$ cat src/rtl/dots_pkg.sv
`timescale 1ns / 1ps
// ----------------------------------------------------------------------------
// dots_pkg: shared types and constants for the disk occupancy block
// Field widths, register indexes, controller states and the command and
// status bundles passed between the controller and the datapath.
// ----------------------------------------------------------------------------
package dots_pkg;

  // Grid size defaults
  localparam int DEF_MAX_WIDTH  = 128;
  localparam int DEF_MAX_HEIGHT = 128;

  // Field and register widths
  localparam int PT_W  = 10;  // signed point coordinate
  localparam int CFG_W = 8;   // widest configuration register
  localparam int RAD_W = 4;   // radius register
  localparam int IDX_W = 2;   // configuration register index
  localparam int OFS_W = RAD_W + 1;  // signed offset -r..r
  localparam int CRD_W = PT_W + 1;   // signed cell coordinate

  // Register indexes
  localparam logic [IDX_W-1:0] REG_WIDTH  = 2'd0;
  localparam logic [IDX_W-1:0] REG_HEIGHT = 2'd1;
  localparam logic [IDX_W-1:0] REG_RADIUS = 2'd2;

  // Register reset values
  localparam logic [CFG_W-1:0] RST_WIDTH  = 8'd128;
  localparam logic [CFG_W-1:0] RST_HEIGHT = 8'd128;
  localparam logic [RAD_W-1:0] RST_RADIUS = 4'd3;

  // Item opcodes
  localparam logic OPC_TEST  = 1'b0;
  localparam logic OPC_CLEAR = 1'b1;

  // Controller states
  typedef enum logic [3:0] {
    ST_INIT,
    ST_IDLE,
    ST_CHECK,
    ST_TEST,
    ST_TDRN1,
    ST_TDRN2,
    ST_DECIDE,
    ST_STAMP,
    ST_CLEAR,
    ST_RESP
  } state_e;

  // Controller to datapath commands
  typedef struct packed {
    logic ld_point;  // capture the point, drop the hit flag
    logic rst_cnt;   // restart the offset counters at -r
    logic scan_en;   // issue one cell and advance the counters
    logic stamp;     // issued cells are written, not read
    logic clr_en;    // write one zero of the clearing sweep
  } dp_cmd_t;

  // Datapath to controller status
  typedef struct packed {
    logic in_grid;    // captured point lies inside the grid
    logic scan_last;  // counters sit on the last cell of the square
    logic clr_last;   // sweep sits on the last memory entry
    logic hit;        // an occupied cell was found in the disk
  } dp_sts_t;

endpackage

$ cat src/rtl/dots_ctrl.sv
`timescale 1ns / 1ps
// ----------------------------------------------------------------------------
// dots_ctrl: sequencer of the disk occupancy block
// Runs the reset sweep, the test scan, the stamp scan and the clear sweep,
// and holds the result register on the output channel.
// ----------------------------------------------------------------------------
module dots_ctrl (
  input  logic               clk_i,
  input  logic               rst_ni,
  input  logic               in_valid_i,
  output logic               in_ready_o,
  input  logic               opcode_i,
  output logic               out_valid_o,
  input  logic               out_ready_i,
  output logic               accepted_o,
  output dots_pkg::dp_cmd_t  cmd_o,
  input  dots_pkg::dp_sts_t  sts_i
);
  import dots_pkg::*;

  state_e state_q, state_d;
  logic   res_q, res_d;
  logic   out_valid_q, accepted_q;
  logic   out_load;

  // State and pending result
  always_ff @(posedge clk_i or negedge rst_ni) begin
    if (!rst_ni) begin
      state_q <= ST_INIT;
      res_q   <= 1'b0;
    end else begin
      state_q <= state_d;
      res_q   <= res_d;
    end
  end

  // Next state and commands
  always_comb begin
    state_d    = state_q;
    res_d      = res_q;
    cmd_o      = '0;
    in_ready_o = 1'b0;
    out_load   = 1'b0;
    case (state_q)
      ST_INIT: begin
        cmd_o.clr_en = 1'b1;
        if (sts_i.clr_last) begin
          state_d = ST_IDLE;
        end
      end
      ST_IDLE: begin
        in_ready_o = 1'b1;
        if (in_valid_i) begin
          cmd_o.ld_point = 1'b1;
          cmd_o.rst_cnt  = 1'b1;
          state_d = (opcode_i == OPC_CLEAR) ? ST_CLEAR : ST_CHECK;
        end
      end
      ST_CHECK: begin
        if (sts_i.in_grid) begin
          state_d = ST_TEST;
        end else begin
          res_d   = 1'b0;
          state_d = ST_RESP;
        end
      end
      ST_TEST: begin
        cmd_o.scan_en = 1'b1;
        if (sts_i.scan_last) begin
          state_d = ST_TDRN1;
        end
      end
      ST_TDRN1: state_d = ST_TDRN2;
      ST_TDRN2: state_d = ST_DECIDE;
      ST_DECIDE: begin
        if (sts_i.hit) begin
          res_d   = 1'b0;
          state_d = ST_RESP;
        end else begin
          cmd_o.rst_cnt = 1'b1;
          state_d       = ST_STAMP;
        end
      end
      ST_STAMP: begin
        cmd_o.scan_en = 1'b1;
        cmd_o.stamp   = 1'b1;
        if (sts_i.scan_last) begin
          res_d   = 1'b1;
          state_d = ST_RESP;
        end
      end
      ST_CLEAR: begin
        cmd_o.clr_en = 1'b1;
        if (sts_i.clr_last) begin
          res_d   = 1'b0;
          state_d = ST_RESP;
        end
      end
      ST_RESP: begin
        if (!out_valid_q || out_ready_i) begin
          out_load = 1'b1;
          state_d  = ST_IDLE;
        end
      end
      default: state_d = ST_IDLE;
    endcase
  end

  // Output register: load a result, drop it once taken
  always_ff @(posedge clk_i or negedge rst_ni) begin
    if (!rst_ni) begin
      out_valid_q <= 1'b0;
    end else begin
      out_valid_q <= out_load || (out_valid_q && !out_ready_i);
    end
  end

  always_ff @(posedge clk_i) begin
    if (out_load) begin
      accepted_q <= res_q;
    end
  end

  assign out_valid_o = out_valid_q;
  assign accepted_o  = accepted_q;

endmodule

$ cat config.mk
export PLATFORM = sky130hd
export DESIGN_NAME = dots_ctrl
export DESIGN_NICKNAME = d
export VERILOG_FILES = /design/src/rtl/dots_pkg.sv /design/src/rtl/dots_ctrl.sv
export SDC_FILE = /design/constraint.sdc
export NUM_CORES = 1
export LEC_CHECK = 0
export BUFFER_PORTS_ARGS = -buffer_cell sky130_fd_sc_hd__buf_2
export CAP_MARGIN = 15
export CORE_UTILIZATION = 38
export DETAILED_ROUTE_END_ITERATION = 8
export GPL_ROUTABILITY_DRIVEN = 0
export HOLD_SLACK_MARGIN = 0.06
export PLACE_DENSITY = 0.67
export SYNTH_ARGS = -nofsm -noshare
export SYNTH_HDL_FRONTEND = slang
export SYNTH_SLANG_ARGS = --single-unit
$ cat constraint.sdc
create_clock -name clk_i -period 3.5 [get_ports clk_i]
set_clock_uncertainty 0.05 [all_clocks]
set_input_delay 0.525 -clock clk_i [delete_from_list [all_inputs] [get_ports clk_i]]
set_output_delay 0.525 -clock clk_i [all_outputs]
set_load 0.05 [all_outputs]
==> results of run 1 <==
==> synthesized netlist by cell type (all sizes together), types with 2 or more instances <==
master and number:
inv 2, clkbuf 2, buf 3, nor3 2
o21ai 4, nor2 7, mux2i 2, dfrtp 6
nand2 6, or3 2, nand2b 3, a21oi 3
==> final cells by class <==
type	count	area (um^2)
inverter	2	7.51
fill	140	698
clock buffer	4	26.3
tap	15	18.8
multi-input combinational	46	313
timing repair buffer	17	90.1
sequential	7	180
==> per-layer routing <==
metal / share of wire / track usage / up-vias / routed length (um)
li1: - / - / 246 / -
met1: 0.50 / 0.218 / 224 / 542
met2: 0.44 / 0.222 / 15 / 472
met3: 0.063 / 0.100 / 0 / 68
met4: 0 / 0.0500 / 0 / 0
met5: 0 / 0 / - / 0
==> power by group <==
part	total, mW	internal [mW]	switching (mW)	leakage (nW)
Sequential	0.184	0.115	0.0695	0.0862
Combinational	0.334	0.125	0.209	0.193
Clock	0.0712	0.0434	0.0278	0.0150
==> logic make-up (layout without fill, tap and decap cells) <==
logic type | count (synthesis) | count (layout) | synth area share
DFF | 7 | 7 | 0.323
buffers and inverters | 7 | 23 | 0.117
AOI/OAI and AO/OA | 15 | 15 | 0.197
muxes | 3 | 3 | 0.0628
and+or+nand+nor | 28 | 28 | 0.300
==> flip-flops by register name, indices dropped and copies added (netlist names) <==
register,flops
accepted_o,1
out_valid_o,1
res_q,1
state_q,4
==> worst max-delay path, cell delays in order, from the launching register on <==
cell	delay, ns
dfrtp_1	0.58
or2b_1	0.32
nor3_1	0.17
and2_1	0.15
buf_2	0.25
==> per-stage QoR <==
stage | cell area, um^2 | setup WS [ns] | util | hold WS [ns]
floorplan | 558 | 0.452 | - | 0.179
global placement | 599 | 1.48 | 0.449 | 0.303
detailed placement | 599 | 1.46 | 0.449 | 0.305
CTS | 636 | 1.19 | 0.477 | 0.438
global route | 636 | 1.04 | 0.477 | 0.447
finish | 636 | 1.21 | 0.477 | 0.442
==> worst max path at each step <==
| stage | end | cells past startpoint | startpoint |
|---|---|---|---|
| CTS | cmd_o[4] | 4 | state_q[0] |
| floorplan | cmd_o[4] | 4 | state_q[1] |
| global route | cmd_o[4] | 4 | state_q[0] |
| detailed placement | cmd_o[4] | 4 | state_q[0] |
| finish | cmd_o[4] | 4 | state_q[0] |
| global placement | cmd_o[4] | 4 | state_q[0] |
==> impl_metrics.csv, run 1 <==
group,metric,value,unit
final_layout,final_cell_mix,"16 x buf_2, 7 x nor2_1, 6 x nand2_1, 6 x dfrtp_1, 4 x o21ai_0",
drt,wirelength,1080,um
clocking,post_cts_buffers,0,
drt,post-route-drc-count,0,
worst_setup_path,cp.required,2.92,ns
place,port-buffer-count,16,
clocking,insertion_delay,0.25,ns
logic_synthesis,yosysTopAreaCell,"dfrtp_1",
grt,grt_usage,0.166,
grt,grt_pass1_vias,384,
drt,antenna_left,0,
power_and_ir_drop,ir_drop,0.000453,V
die,die_area,1630,um^2
place,dp_cells,86,
worst_setup_path,worstReg2RegEnd,"state_q[0]",
logic_synthesis,async_reset_ff_frac,0.857,
drt,firstDrtPassIters,4,
sta,relSlewSlack,0.716,
clocking,tritoncts,"done",
hold_path,hold_start,"res_q",
clocking,ctsLongestPathBuffers,2,
clocking,clock-root-buffer,"clkbuf_4",
drt,drt_iter0_drc,14,
logic_synthesis,syn_area,558,um^2
place,dpl.hpwl,810,um
logic_synthesis,synthCells,60,
final_layout,areaGrowthSynthToFinish,13.9,%
die,num_rows,13,
die,start_util,0.418,
grt,grt-ovfl-total,0,
logic_synthesis,synth-main-ff-cell,"dfrtp_1",
sta,period_needed,2.29,ns
logic_synthesis,avgSynthCellArea,9.30,um^2
drt,dr_total_vias,485,
worst_setup_path,crit_arrival,1.72,ns
sta,setup_viol,0,
worst_setup_path,regToRegSetupSlack,1.69,ns
die,die_height,40.3,um
power_and_ir_drop,p_leak,0.294,nW
final_layout,diodes,0,
worst_setup_path,start_kind,"register",
clocking,cts_max_level,1,
logic_synthesis,synth_fp_nets,69,
logic_synthesis,seq_area_frac_synth,0.323,
grt,antenna_found_initial,0,
clocking,cts_hold_buf,1,
logic_synthesis,synth-seq-cells,7,
drt,viasPerCell,5.33,
die,pin_count,17,
logic_synthesis,ys_top_cells_by_area,"dfrtp_1 27%, edfxtp_1 5.4%, clkbuf_8 4.9%, nor2_1 4.7%, buf_6 4.0%",
logic_synthesis,synth_edf_count,1,
die,die_w,40.3,um
worst_setup_path,reg2reg_depth,4,
worst_setup_path,path_max_fanout,15,
clocking,cts_sinks,7,
worst_setup_path,crit_type,"reg -> out",
sta,rsz0062_at_grt,"false",
logic_synthesis,synth_top_area_frac,0.269,
power_and_ir_drop,power_density,927,nW/um^2
sta,fin_crit_sh,0.655,
worst_setup_path,r2r-start,"state_q[2]",
drt,wl_per_cell,11.9,um
clocking,ctsResizeCount,0,
final_layout,fin_cells,91,
die,core-area,1330,um^2
final_layout,drive_gt1_frac,0.342,
power_and_ir_drop,power,0.589,mW
grt,grt_max_degree,16,
run,maxCapViolations,0,
hold_path,hold_path_class,"reg -> reg",
clocking,clk_pin_slew,0.05,ns
hold_path,hold_end,"accepted_o",
grt,grt_pass1_wl,1680,um
worst_setup_path,crit_path_end_kind,"output port",
hold_path,hold_depth,0,
logic_synthesis,ys.warnings.count,0,
final_layout,final_common_cell,"buf_2",
logic_synthesis,ys_types,33,
sta,slew_viol_final,0,
final_layout,nets,86,
sta,max_freq,0.436,GHz
sta,worst_pin_slew,0.427,ns
sta,hold_violations,0,
clocking,cts_made_buffers,3,
outcome,status,"completed",
sta,setup-tns-final,0,ns
(Power assumes the default switching activity.)
==> run 2, diff against run 1 <==
--- a/config.mk
+++ b/config.mk
@@ -11,7 +11,7 @@
 export DETAILED_ROUTE_END_ITERATION = 8
 export GPL_ROUTABILITY_DRIVEN = 0
 export HOLD_SLACK_MARGIN = 0.06
-export PLACE_DENSITY = 0.67
+export PLACE_DENSITY = 0.69
 export SYNTH_ARGS = -nofsm -noshare
 export SYNTH_HDL_FRONTEND = slang
 export SYNTH_SLANG_ARGS = --single-unit
==> constraint.sdc (replaced) <==
create_clock -name clk_i -period 2 [get_ports clk_i]
set_clock_uncertainty 0.05 [all_clocks]
set_input_delay 0.3 -clock clk_i [delete_from_list [all_inputs] [get_ports clk_i]]
set_output_delay 0.3 -clock clk_i [all_outputs]
set_load 0.05 [all_outputs]
==> run 2 against run 1 <==
Effect of this change:
- combinational power is 120% higher
- via count is 1.0% higher
- power is 90% higher
==> impl_metrics.csv, run 2 (synthesis results as in run 1) <==
group,metric,value,unit
final_layout,largest_reg_flops,4,
place,place_area,646,um^2
worst_setup_path,path_common_cell,"nor2_1",
worst_setup_path,critPathBufInv,2,
die,die_height,40.3,um
sta,rsz0062_at_grt,"false",
worst_setup_path,crit_path_end_kind,"output port",
worst_setup_path,start_kind,"register",
place,dp_cells,90,
power_and_ir_drop,ir_drop,0.000564,V
die,start_util,0.418,
worst_setup_path,slowest_delay,0.42,ns
die,num_rows,13,
place,place_ws,0.336,ns
drt,post-route-drc-count,0,
clocking,cts_made_buffers,3,
clocking,ctsLongestPathBuffers,2,
drt,wirelength,1140,um
sta,max_freq,0.523,GHz
final_layout,fin_cells,95,
final_layout,areaGrowthSynthToFinish,22.6,%
power_and_ir_drop,power_density,1640,nW/um^2
final_layout,diodes,0,
grt,antenna_found_initial,0,
final_layout,nets,90,
die,core-area,1330,um^2
grt,grt_usage,0.171,
final_layout,drive_gt1_frac,0.413,
sta,worst_slack,0.0895,ns
grt,grt_pass1_vias,445,
worst_setup_path,cp.required,1.65,ns
run,maxCapViolations,0,
final_layout,final_cell_mix,"15 x buf_2, 6 x nand2_1, 6 x nor2_1, 6 x dfrtp_1",
grt,grt_pass1_wl,1820,um
drt,firstDrtPassIters,4,
final_layout,final_common_cell,"buf_2",
drt,wl_per_cell,11.9,um
final_layout,finalCoreUtilization,0.513,
clocking,tritoncts,"done",
worst_setup_path,crit_arrival,1.56,ns
clocking,insertion_delay,0.25,ns
worst_setup_path,crit_path_top_delay_cell,"dfrtp_1",
clocking,post_cts_buffers,0,
die,die_area,1630,um^2
clocking,clk_pin_slew,0.05,ns
grt,grt_max_degree,14,
place,port-buffer-count,16,
worst_setup_path,reg2reg_depth,4,
sta,setup-tns-final,0,ns
clocking,cts_max_level,1,
die,pin_count,17,
worst_setup_path,path_max_fanout,11,
worst_setup_path,worst-path-stages,5,
final_layout,regMostFlops,"state_q",
sta,setup_viol,0,
drt,viasPerCell,5.16,
hold_path,hold_depth,2,
grt,grt-ovfl-total,0,
die,die_w,40.3,um
sta,slew_viol_final,0,
drt,drt_iter0_drc,2,
place,dpl.hpwl,898,um
sta,relSlewSlack,0.776,
drt,antenna_left,0,
worst_setup_path,path_cells,"buf_4 > nor2_1 > a32oi_1 > nor2_1 > buf_2",
clocking,cts_sinks,7,
final_layout,final_area,684,um^2
worst_setup_path,critical_path.top_delay_family,"buffers and inverters",
hold_path,hold_path_class,"in -> reg",
worst_setup_path,crit_type,"reg -> out",
sta,fin_crit_sh,0.955,
power_and_ir_drop,p_leak,0.318,nW
clocking,clock-root-buffer,"clkbuf_4",
sta,hold_violations,0,
drt,dr_total_vias,490,
outcome,status,"completed",
sta,period_needed,1.91,ns
final_layout,fillerInstances,138,
sta,worst_pin_slew,0.333,ns
run 2: final cells by class:
cell class / count / area (um^2) / share of cell area
well taps: 15 / 18.8 / 0.0274
clock buffers: 4 / 26.3 / 0.0384
repair buffers: 21 / 123 / 0.179
flip-flops and latches: 7 / 180 / 0.263
inverters: 2 / 7.51 / 0.0110
multi-input cells: 46 / 329 / 0.481
run 2: per-layer routing:
layer	track usage	routed length, um
met5	0	0
met2	0.286	534
met1	0.212	567
met4	0	0
met3	0.0833	33
run 2: metrics by stage:
stage | hold WS (ns) | power [mW]
5_1_grt | 0.246 | 1.20
4_1_cts | 0.247 | 1.13
3_3_place_gp | 0.0805 | 0.990
6_report | 0.253 | 1.12
2_1_floorplan | -0.0456 | 0.887
3_5_place_dp | 0.0799 | 0.995
run 2: worst reg2reg max path: cells and delay by family (launching register included):
| kind | cells | cell delay (ns) |
|---|---|---|
| compound gates | 1 | 0.21 |
| flops | 1 | 0.52 |
| simple gates | 3 | 0.77 |
run 2: final timing paths:
path | start | endpoint | slack (ns)
setup / recovery | state_q[0] | cmd_o[3] | 0.09
hold / removal | sts_i[2] | state_q[2] | 0.25
setup reg to reg | state_q[3] | state_q[0] | 0.34
hold reg to reg | res_q | accepted_o | 0.44
max in group asynchronous | rst_ni | res_q | 1.41
min in group asynchronous | rst_ni | state_q[1] | 0.35
run 2: power breakdown:
group / internal [mW] / total, mW / switching, mW
logic: 0.275 / 0.738 / 0.463
registers: 0.202 / 0.258 / 0.0563
clock network: 0.0760 / 0.126 / 0.0502
total: 0.553 / 1.12 / 0.569
run 2: repair_timing:
item | CTS | global route
endpoints found under the setup margin | 0 | 1
hold buffers | 1 | 0
hold endpoints to repair | 6 | 0
gates resized for setup | 0 | 1
==> run 3, diff against run 2 <==
--- a/config.mk
+++ b/config.mk
@@ -12,6 +12,7 @@
 export GPL_ROUTABILITY_DRIVEN = 0
 export HOLD_SLACK_MARGIN = 0.06
 export PLACE_DENSITY = 0.69
+export SETUP_SLACK_MARGIN = 0.1
 export SYNTH_ARGS = -nofsm -noshare
 export SYNTH_HDL_FRONTEND = slang
 export SYNTH_SLANG_ARGS = --single-unit
==> run 3 against run 2 <==
Effect of this change:
- critical path depth fell by 1
- sequential share of layout area fell by 0.52 points
- first-iteration DRC count rose to 5.0 times the previous value
- clock power rose by 5%
- core utilization rose by 1.0 points
- wire length rose by 9.7%
- combinational power rose by 3.5%
- sequential power rose by 3%
- hold slack got worse by 0.018 ns
==> impl_metrics.csv, run 3 (synthesis results as in run 1) <==
group,metric,value,unit
sta,max_freq,0.548,GHz
hold_path,hold_end,"state_q[2]",
outcome,status,"completed",
worst_setup_path,path_cells,"or2b_4 > nor3_4 > and2_4 > buf_4",
hold_path,hold_start,"sts_i[2]",
hold_path,hold_path_class,"in -> reg",
power_and_ir_drop,p_leak,0.318,nW
place,port-buffer-count,16,
clocking,insertion_delay,0.26,ns
clocking,cts_made_buffers,3,
final_layout,largest_reg_flops,4,
sta,rsz0062_at_grt,"true",
run,maxCapViolations,0,
drt,wl_per_cell,13.1,um
final_layout,regMostFlops,"state_q",
worst_setup_path,crit_path_end_kind,"output port",
worst_setup_path,worstReg2RegEnd,"state_q[0]",
drt,dr_total_vias,511,
sta,worst_pin_slew,0.359,ns
grt,grt_pass1_vias,471,
die,start_util,0.418,
sta,setup-tns-final,0,ns
power_and_ir_drop,power_density,1670,nW/um^2
sta,fin_crit_sh,0.912,
clocking,tritoncts,"done",
final_layout,drive_gt1_frac,0.450,
sta,hold_violations,0,
worst_setup_path,r2r-start,"state_q[0]",
die,die_area,1630,um^2
worst_setup_path,regToRegSetupSlack,0.26,ns
final_layout,diodes,0,
clocking,clock-root-buffer,"clkbuf_4",
place,dpl.hpwl,897,um
worst_setup_path,crit_path_top_delay_cell,"dfrtp_1",
drt,antenna_left,0,
clocking,post_cts_buffers,0,
grt,grt-ovfl-total,0,
final_layout,fillerInstances,129,
final_layout,nets,90,
clocking,clk_pin_slew,0.05,ns
die,num_rows,13,
final_layout,final_cell_mix,"13 x buf_2, 6 x nand2_1, 6 x dfrtp_1, 6 x buf_4",
final_layout,final_common_cell,"buf_2",
clocking,ctsLongestPathBuffers,2,
drt,drt_iter0_drc,10,
clocking,cts_max_level,1,
hold_path,hold_depth,2,
grt,antenna_found_initial,0,
worst_setup_path,slowest_delay,0.40,ns
worst_setup_path,crit_arrival,1.47,ns
drt,firstDrtPassIters,4,
die,die_w,40.3,um
die,pin_count,17,
worst_setup_path,reg2reg_depth,4,
sta,slew_viol_final,0,
worst_setup_path,crit_type,"reg -> out",
final_layout,areaGrowthSynthToFinish,25.1,%
drt,wirelength,1250,um
sta,relSlewSlack,0.759,
worst_setup_path,path_max_fanout,5,
grt,grt_max_degree,14,
power_and_ir_drop,power,1.16,mW
drt,post-route-drc-count,0,
die,die_height,40.3,um
die,core-area,1330,um^2
grt,grt_pass1_wl,2030,um
clocking,cts_sinks,7,
worst_setup_path,start_kind,"register",
power_and_ir_drop,ir_drop,0.000716,V
grt,grt_usage,0.197,
worst_setup_path,cp.required,1.65,ns
drt,viasPerCell,5.38,
sta,period_needed,1.82,ns
sta,setup_viol,0,
[run 3: worst max path at each step]
stage,start,endpoint,slack (ns),cells after the start
2_1_floorplan,state_q[0],cmd_o[0],-0.01,2
3_3_place_gp,state_q[0],state_q[0],0.33,4
3_5_place_dp,state_q[0],state_q[0],0.30,4
4_1_cts,state_q[3],cmd_o[1],0.13,5
5_1_grt,state_q[0],cmd_o[1],0.05,6
6_report,state_q[0],cmd_o[4],0.18,4
[run 3: layout make-up]
type | count | area (um^2) | share of cell area
clock buffers | 4 | 26.3 | 0.0376
inverters | 2 | 7.51 | 0.0108
multi-input cells | 46 | 338 | 0.484
flip-flops and latches | 7 | 180 | 0.258
well taps | 15 | 18.8 | 0.0269
repair buffers | 21 | 128 | 0.183
[run 3: worst max-delay path, delay by kind of cell (launching register included)]
kind,cells,cell delay (ns)
and+or+nand+nor,3,0.64
DFF,1,0.40
buffers and inverters,1,0.18
[run 3: report_power, final]
group | internal (mW) | total [mW] | switching, mW | leakage [nW]
Combinational | 0.295 | 0.764 | 0.469 | 0.217
Sequential | 0.202 | 0.267 | 0.0648 | 0.0862
Clock | 0.0764 | 0.132 | 0.0556 | 0.0150
[run 3: metrics by stage]
| step | hold slack [ns] | worst slack, ns | std cells | instance area, um^2 | utilization |
|---|---|---|---|---|---|
| 6_report | 0.235 | 0.177 | 95 | 698 | 0.523 |
| 5_1_grt | 0.237 | 0.0491 | 95 | 698 | 0.523 |
| 4_1_cts | 0.229 | 0.131 | 95 | 689 | 0.517 |
| 3_5_place_dp | 0.0763 | 0.301 | 90 | 648 | 0.486 |
| 3_3_place_gp | 0.0789 | 0.335 | 90 | 648 | 0.486 |
| 2_1_floorplan | -0.0456 | -0.0147 | 60 | 577 | - |
[run 3: timing repair]
item                                    4_1_cts  5_1_grt
resized for setup                             2        3
hold buffers                                  1        0
endpoints found under the setup margin        2        3
endpoints found under the hold margin         6        0
[run 3: per-layer routing]
metal / share of wire / routed length, um / vias up / track usage
met5: 0 / 0 / - / 0
met4: 0 / 0 / 0 / 0.0750
met3: 0.050 / 62 / 0 / 0.0833
met2: 0.49 / 610 / 16 / 0.313
met1: 0.46 / 572 / 241 / 0.233
li1: - / - / 254 / -
